`src/hw/rtl/prwl_pkg.sv`:
```
`timescale 1ns / 1ps
// ----------------------------------------------------------------------------
// prwl_pkg
// Shared types and constants for the priority ready/wait list unit.
// ----------------------------------------------------------------------------
package prwl_pkg;

	localparam int unsigned TASKS_DEF  = 32;
	localparam int unsigned LEVELS_DEF = 32;
	localparam int unsigned FUNC_W     = 3;
	localparam int unsigned ID_W       = 5;
	localparam int unsigned LVL_W      = 5;

	typedef enum logic [FUNC_W-1:0] {
		FN_INS_RDY  = 3'd0,
		FN_INS_WAIT = 3'd1,
		FN_REM_RDY  = 3'd2,
		FN_REM_WAIT = 3'd3,
		FN_MV_R2W   = 3'd4,
		FN_MV_W2R   = 3'd5,
		FN_RSVD6    = 3'd6,
		FN_RSVD7    = 3'd7
	} func_t;

	typedef enum logic [1:0] {
		WH_NONE = 2'd0,
		WH_RDY  = 2'd1,
		WH_WAIT = 2'd2,
		WH_RSVD = 2'd3
	} where_t;

endpackage

```
`src/hw/rtl/priority_ready_wait_lists_unit.sv`:
```
`timescale 1ns / 1ps
// ----------------------------------------------------------------------------
// priority_ready_wait_lists_unit
// Ready and wait task tables, one FIFO list per priority level, held in
// link memories (next, prev, level) and a per-list tail memory.
//
//  channel   signals                                   dir
//  command   start, func, task_id, level                 in
//  result    busy, done, status, highest_*_level, *_nonempty out
//
// A command goes through the sequencer states scan and done when rejected;
// an insert first runs append and append-tail, a remove read and unlink, a
// move all four. Each state does one access per link memory per cycle.
// busy is high from acceptance through the done cycle. Results cannot be
// stalled. After reset nothing needs clearing: occupancy bits (which mark
// list heads valid) and task locations are flip-flops reset at once.
// ----------------------------------------------------------------------------
module priority_ready_wait_lists_unit #(
	parameter int unsigned TASKS  = prwl_pkg::TASKS_DEF,
	parameter int unsigned LEVELS = prwl_pkg::LEVELS_DEF
) (
	input  logic                       clk,
	input  logic                       arst_n,
	input  logic                       start,
	output logic                       busy,
	input  logic [prwl_pkg::FUNC_W-1:0] func,
	input  logic [prwl_pkg::ID_W-1:0]   task_id,
	input  logic [prwl_pkg::LVL_W-1:0]  level,
	output logic                       done,
	output logic                       status,
	output logic [prwl_pkg::LVL_W-1:0]  highest_ready_level,
	output logic                       ready_nonempty,
	output logic [prwl_pkg::LVL_W-1:0]  highest_wait_level,
	output logic                       wait_nonempty
);

	localparam int unsigned TW = (TASKS > 1) ? $clog2(TASKS) : 1;
	localparam int unsigned LW = (LEVELS > 1) ? $clog2(LEVELS) : 1;
	localparam int unsigned SW = LW + 1;
	localparam int unsigned NSLOT = 1 << SW;
	localparam int unsigned OW = prwl_pkg::LVL_W;

	typedef enum logic [3:0] {
		ST_IDLE, ST_RD, ST_UNL_P, ST_UNL_N, ST_APP, ST_APP_T, ST_APP_S, ST_SCAN, ST_DONE
	} state_t;

	state_t state_q;
	logic [TW-1:0] id_q;
	logic [LW-1:0] lvl_q;
	logic          tbl_q;
	logic          do_app_q;
	logic          status_q;
	logic [TW:0]   p_q, n_q;
	logic [1:0]    where_q [TASKS];
	logic [LEVELS-1:0] occ_q [2];
	logic [OW-1:0] last_q [2];

	// next memory
	logic          nx_we;
	logic [TW-1:0] nx_wa, nx_ra;
	logic [TW:0]   nx_wd, nx_rd;
	// prev memory
	logic          pv_we;
	logic [TW-1:0] pv_wa;
	logic [TW:0]   pv_wd, pv_rd;
	// level memory
	logic          lv_we;
	logic [LW-1:0] lv_rd;
	// tail memory
	logic          tl_we;
	logic [SW-1:0] tl_wa, tl_ra;
	logic [TW-1:0] tl_wd, tl_rd;

	prwl_ram #(.WIDTH(TW+1), .DEPTH(TASKS)) u_next (
		.clk(clk), .we(nx_we), .waddr(nx_wa), .wdata(nx_wd), .raddr(nx_ra), .rdata(nx_rd));
	prwl_ram #(.WIDTH(TW+1), .DEPTH(TASKS)) u_prev (
		.clk(clk), .we(pv_we), .waddr(pv_wa), .wdata(pv_wd), .raddr(nx_ra), .rdata(pv_rd));
	prwl_ram #(.WIDTH(LW), .DEPTH(TASKS)) u_lvl (
		.clk(clk), .we(lv_we), .waddr(id_q), .wdata(lvl_q), .raddr(nx_ra), .rdata(lv_rd));
	prwl_ram #(.WIDTH(TW), .DEPTH(NSLOT)) u_tail (
		.clk(clk), .we(tl_we), .waddr(tl_wa), .wdata(tl_wd), .raddr(tl_ra), .rdata(tl_rd));

	logic [prwl_pkg::FUNC_W-1:0] fn_in;
	logic [TW-1:0] id_in;
	logic [LW-1:0] lvl_in;
	logic          id_ok;
	logic [1:0]    wh_in;
	logic [1:0]    wh_from;
	logic [SW-1:0] slot;
	logic          head_vld;

	assign fn_in    = func;
	assign id_ok    = (32'(task_id) < TASKS);
	assign id_in    = TW'(task_id);
	assign lvl_in   = (32'(level) >= LEVELS) ? LW'(LEVELS - 1) : LW'(level);
	assign wh_in    = where_q[id_in];
	assign wh_from  = fn_in[0] ? prwl_pkg::WH_WAIT : prwl_pkg::WH_RDY;
	assign slot     = {tbl_q, lvl_q};
	assign head_vld = occ_q[tbl_q][lvl_q];
	assign nx_ra    = (state_q == ST_IDLE) ? id_in : id_q;

	// tail read address is set in the state before each append state that uses it
	always_comb begin
		if (state_q == ST_IDLE) begin
			tl_ra = {fn_in[0], lvl_in};
		end else if (state_q == ST_UNL_P) begin
			tl_ra = {~tbl_q, lvl_q};
		end else begin
			tl_ra = slot;
		end
	end

	always_comb begin
		nx_we = 1'b0; nx_wa = id_q; nx_wd = '0;
		pv_we = 1'b0; pv_wa = id_q; pv_wd = '0;
		lv_we = 1'b0;
		tl_we = 1'b0; tl_wa = slot; tl_wd = id_q;
		unique case (state_q)
			ST_UNL_P: begin
				if (p_q[TW]) begin
					nx_we = 1'b1; nx_wa = p_q[TW-1:0]; nx_wd = n_q;
				end
				if (n_q[TW]) begin
					pv_we = 1'b1; pv_wa = n_q[TW-1:0]; pv_wd = p_q;
				end
				if (!n_q[TW] && p_q[TW]) begin
					tl_we = 1'b1; tl_wd = p_q[TW-1:0];
				end
			end
			ST_APP: begin
				nx_we = 1'b1; nx_wa = id_q; nx_wd = '0;
				lv_we = 1'b1;
				pv_we = 1'b1; pv_wa = id_q;
				pv_wd = head_vld ? {1'b1, tl_rd} : '0;
			end
			ST_APP_T: begin
				nx_we = head_vld; nx_wa = tl_rd;
				nx_wd = {1'b1, id_q};
				tl_we = 1'b1; tl_wd = id_q;
			end
			default: ;
		endcase
	end

	always_ff @(posedge clk or negedge arst_n) begin
		if (!arst_n) begin
			state_q  <= ST_IDLE;
			status_q <= 1'b0;
			done     <= 1'b0;
			for (int i = 0; i < TASKS; i++) where_q[i] <= prwl_pkg::WH_NONE;
			occ_q[0] <= '0; occ_q[1] <= '0;
			last_q[0] <= '0; last_q[1] <= '0;
		end else begin
			done <= 1'b0;
			unique case (state_q)
				ST_IDLE: begin
					if (start && !busy) begin
						id_q     <= id_in;
						lvl_q    <= lvl_in;
						do_app_q <= 1'b0;
						status_q <= 1'b1;
						state_q  <= ST_SCAN;
						if (id_ok) begin
							unique case (prwl_pkg::func_t'(fn_in))
								prwl_pkg::FN_INS_RDY, prwl_pkg::FN_INS_WAIT: begin
									tbl_q <= fn_in[0];
									if (wh_in == prwl_pkg::WH_NONE) begin
										status_q <= 1'b0; do_app_q <= 1'b1;
										state_q  <= ST_APP;
									end
								end
								prwl_pkg::FN_REM_RDY, prwl_pkg::FN_REM_WAIT: begin
									tbl_q <= fn_in[0];
									if (wh_in == wh_from) begin
										status_q <= 1'b0;
										state_q  <= ST_RD;
									end
								end
								prwl_pkg::FN_MV_R2W, prwl_pkg::FN_MV_W2R: begin
									tbl_q <= fn_in[0];
									if (wh_in == wh_from) begin
										status_q <= 1'b0;
										do_app_q <= 1'b1; state_q <= ST_RD;
									end
								end
								default: ;
							endcase
						end
					end
				end
				ST_RD: begin
					p_q   <= pv_rd;
					n_q   <= nx_rd;
					lvl_q <= lv_rd;
					state_q <= ST_UNL_P;
				end
				ST_UNL_P: begin
					if (!p_q[TW] && !n_q[TW]) occ_q[tbl_q][lvl_q] <= 1'b0;
					where_q[id_q] <= prwl_pkg::WH_NONE;
					if (do_app_q) begin
						tbl_q   <= ~tbl_q;
						state_q <= ST_APP;
					end else begin
						state_q <= ST_SCAN;
					end
				end
				ST_APP: begin
					state_q <= ST_APP_T;
				end
				ST_APP_T: begin
					if (!head_vld) occ_q[tbl_q][lvl_q] <= 1'b1;
					where_q[id_q] <= tbl_q ? prwl_pkg::WH_WAIT : prwl_pkg::WH_RDY;
					state_q <= ST_SCAN;
				end
				ST_SCAN: begin
					// priority encode both occupancy vectors
					for (int t = 0; t < 2; t++) begin
						for (int i = LEVELS - 1; i >= 0; i--) begin
							if (occ_q[t][i]) last_q[t] <= OW'(i);
						end
					end
					state_q <= ST_DONE;
				end
				ST_DONE: begin
					done    <= 1'b1;
					state_q <= ST_IDLE;
				end
				default: state_q <= ST_IDLE;
			endcase
		end
	end

	assign busy                = (state_q != ST_IDLE) || done;
	assign status              = status_q;
	assign highest_ready_level = last_q[0];
	assign highest_wait_level  = last_q[1];
	assign ready_nonempty      = |occ_q[0];
	assign wait_nonempty       = |occ_q[1];

	a_done_single: assert property (@(posedge clk) disable iff (!arst_n)
		done |=> !done) else $error("done held two cycles");
	a_busy_done: assert property (@(posedge clk) disable iff (!arst_n)
		done |-> busy) else $error("done while not busy");
	a_no_start_busy: assert property (@(posedge clk) disable iff (!arst_n)
		(state_q != ST_IDLE) |-> busy) else $error("busy low while working");

endmodule

```
`src/hw/rtl/prwl_ram.sv`:
```
`timescale 1ns / 1ps
// ----------------------------------------------------------------------------
// prwl_ram
// Generic single-write, single-read RAM with registered read data.
// ----------------------------------------------------------------------------
module prwl_ram #(
	parameter int unsigned WIDTH = 8,
	parameter int unsigned DEPTH = 32
) (
	input  logic                     clk,
	input  logic                     we,
	input  logic [$clog2(DEPTH)-1:0] waddr,
	input  logic [WIDTH-1:0]         wdata,
	input  logic [$clog2(DEPTH)-1:0] raddr,
	output logic [WIDTH-1:0]         rdata
);

	logic [WIDTH-1:0] mem_q [DEPTH];

	always_ff @(posedge clk) begin
		if (we) begin
			mem_q[waddr] <= wdata;
		end
		rdata <= mem_q[raddr];
	end

endmodule
```
`config.mk`:
```
export PLATFORM = sky130hd
export DESIGN_NAME = priority_ready_wait_lists_unit
export DESIGN_NICKNAME = d
export VERILOG_FILES = /design/src/hw/rtl/prwl_pkg.sv /design/src/hw/rtl/priority_ready_wait_lists_unit.sv /design/src/hw/rtl/prwl_ram.sv
export SDC_FILE = /design/constraint.sdc
export NUM_CORES = 2
export LEC_CHECK = 0
export BUFFER_PORTS_ARGS = -buffer_cell sky130_fd_sc_hd__buf_2
export CORE_ASPECT_RATIO = 0.8
export CORE_MARGIN = 2
export CORE_UTILIZATION = 55
export CTS_CLUSTER_SIZE = 28
export DETAILED_ROUTE_END_ITERATION = 12
export PLACE_DENSITY_LB_ADDON = 0.25
export SYNTH_ARGS = -nofsm -noshare
export SYNTH_HDL_FRONTEND = slang
export SYNTH_SLANG_ARGS = --single-unit
```
`constraint.sdc`:
```
create_clock -name clk -period 4.64 [get_ports clk]
set_clock_uncertainty 0.15 [all_clocks]
set_input_delay 0.696 -clock clk [delete_from_list [all_inputs] [get_ports clk]]
set_output_delay 0.696 -clock clk [all_outputs]
set_load 0.005 [all_outputs]
```
Word-level counts from Yosys, hierarchy flattened
Memory sizes are Yosys's and may differ from the RTL's. A register that Yosys moved wholly into a read port is not among the register bits.
Cells that the tools add are included.
Widths: inputs -> output; s select.

word-level totals
  memories = 4
  word-level logic and storage cells = 248
  bits in writable memories = 864
  bits of input ports = 16
  bits in registers = 168
  output and inout bits = 15

memory list
  memory        depth  width  read ports  clocked after memory_dff  write ports  RTL line        RTL
  u_tail.mem_q  64     5      1           1                         1            prwl_ram.sv:18  logic [WIDTH-1:0] mem_q [DEPTH];
  u_next.mem_q  32     6      1           1                         1            prwl_ram.sv:18
  u_prev.mem_q  32     6      1           1                         1            prwl_ram.sv:18
  u_lvl.mem_q   32     5      1           1                         1            prwl_ram.sv:18

operators by class
  equal/unequal tests = 17
  $lt $le $gt $ge = 7
  reductions and logical operators = 33
  muxes and demuxes = 133
  bitwise operators = 9

operators with widths
  kind                count
  $mux 5              71
  $pmux 64 s2         2
  $and 64x64->64      2
  $mux 32             4
  $mux 64             2
  $not 64->64         2
  $bwmux 64           1
  $or 64x64->64       1
  $reduce_bool 32->1  2
  $reduce_or 32->1    2
  $demux 32 s1        1
  $mux 6              5
  $pmux 4 s6          1
  $pmux 6 s2          2
  $mux 1              22
  $pmux 5 s2          2
  $mux 2              7
  $eq 4x3->1 const B  3
  $ge 6x6->1 const B  2
  $not 5->6           2
  $bmux 2 s5          1
  $demux 2 s5         1
  $pmux 1 s2          5
  $reduce_and 3->1    3
  other kinds (35)    53

Longest topological paths before layout
  depth in word-level cells = 32
  gate-level depth with buffers = 11
  mapped depth without buffers = 8

By module
From an unflattened synthesis, not the netlist that was laid out.

unflattened totals
  cells, all modules = 2,465
  area total of the unflattened synthesis = 43,417.9 µm²

modules (own cells, without submodules)
  module                          sequential area each (µm²)  cells an instance  area each (µm²)  times used
  prwl_ram at u_next ...          5,885.6                     323                7,589.8          2
  prwl_ram at u_tail              9,709.3                     610                12,768.5         1
  priority_ready_wait_lists_unit  4,324.1                     932                9,125.0          1
  prwl_ram at u_lvl               4,904.7                     277                6,344.8          1

Worst setup path after synthesis
OpenSTA, ideal clock, no wires.

  path type = register to register
  start = reg lvl_q[1]
  end = reg (tool-made name)
  path buffers = 3
  setup time = 0.125 ns
  slack = 1.477 ns
  cell stages (with the launch flop) = 11
  arrival time = 2.888 ns
  clock period less this slack = 3.163 ns
  required time = 4.365 ns
  cells stage by stage = edfxtp_1 -> buf_2 -> buf_2 -> mux4_2 -> mux2i_1 -> nor2_1 -> a211oi_4 -> a32oi_1 -> buf_2 -> nor3_1 -> mux2_2

RTL lines
  what                    RTL line                               RTL
  from (decl)             priority_ready_wait_lists_unit.sv:49   logic [LW-1:0] lvl_q;
  from (signal assigned)  priority_ready_wait_lists_unit.sv:159  lvl_q <= lvl_in;
  from (signal assigned)  priority_ready_wait_lists_unit.sv:194  lvl_q <= lv_rd;

Worst setup path in the final report
  start = reg lvl_q[1]
  end = mem u_prev.mem_q[19][3] in the netlist's numbering (data pin)

on the way
  word-level cells in the longest chain between the ends = 4

ends and longest elaborated chain
  what                          RTL line                               RTL
  $bmux 1 s5                    priority_ready_wait_lists_unit.sv:99   assign head_vld = occ_q[tbl_q][lvl_q];
  $mux 1 (not written as such)  priority_ready_wait_lists_unit.sv:99
  $mux 6                        priority_ready_wait_lists_unit.sv:134  pv_wd = head_vld ? {1'b1, tl_rd} : '0;
  $pmux 6 s2                    priority_ready_wait_lists_unit.sv:118  unique case (state_q)
  net pv_wd[3]                  priority_ready_wait_lists_unit.sv:65   logic [TW:0] pv_wd, pv_rd;
  to (decl)                     prwl_ram.sv:18

The timed path passes the listed nets, and every way through them passes these cells. The select of a mux whose other input is x is not followed.

==> results by group <==
Place
  – Routability cong.: 0.904
  – Port buffer count: 30
  – Inst Count DP: 3968
  – Post-DP HPWL: 68.6 mm
  – Setup slack at placement: 0.469 ns
  – Placed Area: 45400 um^2

Setup path
  – Startpoint types: register
  – Slowest-stage cell, CP: a22o_1
  – Highest cell delay on the worst timing path: 1.07 ns
  – WP data required: 4.77 ns
  – Crit-path max FO: 32
  – Crit-path cells: mux4_2, o211ai_1, o311a_1, a21oi_1, a22o_1
  – Crit path capture type: register
  – Kind of critical path: reg -> reg
  – WP data arrival: 4.35 ns

Logic synthesis
  – Main flop type after synthesis: edfxtp_1
  – Distinct cells, synth: 67
  – Largest family of logic cells by synthesized area: multiplexers
  – EDFF count, synth: 888
  – Post-Synth Simple-Gate Area: 10.9%
  – Async SR Flop Fraction: 13.7%
  – Register bit total from synthesis: 1054
  – YS warnings: 0
  – Area fraction in compound gates after synthesis: 5.25%
  – Sequential share of the synthesized area: 69.9%
  – Mapped Cells: 3005
  – List of most frequent post-synthesis cells: edfxtp_1 (888), nand2_1 (527), nor2_1 (218), nand3_1 (171), mux4_2 (166)
  – Synth top area cells: edfxtp_1 (61%), mux4_2 (8.5%), dfrtp_1 (8.2%)
  – Syn avg cell area: 14.6 um^2
  – Synthesized net count: 3024
  – Xor/xnor share of the synthesized area: 0.0199%
  – Synth Area in Adders: 0.0855%
  – Synthesized area: 43900 um^2
  – Area leader, netlist: edfxtp_1
  – Count leader, synth: edfxtp_1
  – Yosys top cell area share: 60.7%
  – Mux share of post-synthesis cell area: 12.0%

Drt
  – First-pass DRT Iterations: 6
  – Total Wirelength: 106 mm
  – Number of routed nets with antenna violations: 0
  – Post-route DRC: 0
  – Routed len/inst: 25.5 um
  – Vias per cell: 6.44
  – Vias: 26800
  – 1st-iter DRT viols: 3562

Min path
  – Worst hold path class: in -> reg

Clocking
  – H-tree levels: 3
  – Clock transition at the registers of the reported paths: 0.07 ns
  – Max Buffers Root-to-Sink: 3
  – Post-CTS setup buffers: 0
  – # clock sinks: 1054
  – CTS Buf Count: 100
  – Root buffer cell: clkbuf_16
  – Clock latency at the later pin of the worst-skew pair: 0.68 ns
  – TritonCTS clock tree: done

Floorplanning
  – Die area: 82100 um^2
  – Die Wd: 320 um
  – # IOs: 31
  – Row cnt: 92
  – Starting Density: 55.6%
  – Die height: 257 um
  – Core area: 79000 um^2

Layout
  – Fill cells: 5575
  – FF/Latch Area: 30700 um^2
  – Utilization after layout: 61.7%
  – NumNets Final: 3056
  – Area Growth Syn to Fin: 11.0%
  – Cell area after layout: 48800 um^2
  – Share of layout cells above drive strength 1: 16.3%
  – Multi-input logic area: 12500 um^2
  – Post-Layout Cell Count: 4159

Global route
  – First-pass GRT wire length: 161 mm
  – GRT overflow: 0
  – Total track usage: 25.9%
  – Initial antenna violation count: 2
  – Largest net degree at the start of global routing: 87
  – Vias in the first global route: 26100

STA
  – RSZ-0062 raised after global routing: false
  – Worst setup slack after layout: 0.417 ns
  – Fin Hold WS: 0.196 ns
  – Tightest Pin Transition: 1.33 ns
  – Slew HR: 10.4%
  – Setup TNS: 0 ns
  – Highest Clock Rate: 0.237 GHz
  – Setup violators final: 0
  – Max-slew violations: 0
  – Final min period: 4.22 ns
  – Final Hold Violating Endpoints: 0
  – Period utilisation layout: 91.0%

Outcome
  – Status: finished, final reports clean

Power and ir drop
  – PD cells: 557 nW/um^2
  – Leak: 16.8 nW
  – Peak supply drop: 402 uV
  – Design Power: 27.2 mW

Job
  – Max-capacitance violation count: 0
[report_power, final]
| part | switching (mW) | internal [mW] | leakage [nW] | total, mW |
|---|---|---|---|---|
| sequential | 0.425 | 11.2 | 10.2 | 11.6 |
| combinational | 4.72 | 2.55 | 4.97 | 7.27 |
| clock | 3.49 | 4.76 | 1.62 | 8.26 |
| total | 8.64 | 18.5 | 16.8 | 27.2 |
[worst paths after layout]
check / startpoint / end / slack [ns] / depth (start not counted)
max: lvl_q[1]$_DFFE_PP_ / u_prev.mem_q[19][3]$_DFFE_PP_ / 0.42 / 5
min: task_id[4] / id_q[4]$_DFFE_PP_ / 0.20 / 1
max reg2reg: lvl_q[1]$_DFFE_PP_ / u_prev.mem_q[19][3]$_DFFE_PP_ / 0.42 / 5
min reg2reg: u_next.rdata[5]$_DFF_P_ / n_q[5]$_DFFE_PP_ / 0.25 / 0
max in group asynchronous: arst_n / asynchronous set/reset pin / 2.38 / 3
min in group asynchronous: arst_n / asynchronous set/reset pin / 0.46 / 2
[layout make-up]
class | count | area share [%]
flip-flops and latches | 1054 | 63.0
multi-input cells | 1759 | 25.7
clock buffers | 135 | 5.76
well taps | 1034 | 2.65
repair buffers | 103 | 1.66
clock inverters | 54 | 1.10
inverters | 19 | 0.146
diodes | 1 | 0.00513
[placed cells by master (no fill, tap or decap), types with 25 or more instances in the layout]
master	netlist	routed
a21oi_1	43	43
mux4_2	166	166
o21ai_0	155	155
mux2i_1	63	54
dfrtp_1	144	144
buf_4	3	64
nand3_1	171	171
nor3_1	35	35
nor2_1	218	216
edfxtp_1	888	888
and3_1	25	25
buf_2	48	29
nand2_1	527	527
clkbuf_16	0	105
mux2_2	62	61
a31oi_1	27	27
[worst max-delay path, delay by kind of cell (launching register included)]
kind | cells | cell delay, ns
AOI/OAI and AO/OA | 4 | 2.40
DFF | 1 | 0.89
muxes | 1 | 0.35
[kinds of logic (layout without fill, tap and decap cells)]
family / count (synthesis) / count (layout)
AOI/OAI and AO/OA: 358 / 358
xor gates and xnor gates: 1 / 1
adders and majority gates: 3 / 3
buffers and inverters: 192 / 311
DFF: 1054 / 1054
muxes: 307 / 307
other: 0 / 1
and+or+nand+nor: 1090 / 1090
[timing repair]
item / 4_1_cts / 5_1_grt
hold buffers: 1 / 0
hold endpoints to repair: 68 / 0
gates resized for setup: 0 / 0
setup endpoints to repair: 0 / 0
[registers in the layout, summed over array words and instances, names as in the netlist, 6 cells and up, named ones only]
signal        count
u_prev.rdata      6
u_lvl.mem_q     160
n_q               6
u_next.mem_q    192
p_q               6
where_q          64
u_next.rdata      6
u_prev.mem_q    192
u_tail.mem_q    320
[metal layers]
layer  GRT usage, %  vias up  routed length, um
li1               -    11500                  -
met1           39.3    13600              44800
met2           38.0     1482              47500
met3           5.95      172              11200
met4           7.02        2               2380
met5              0        -                 13
Power figures use the tool's default switching activity.
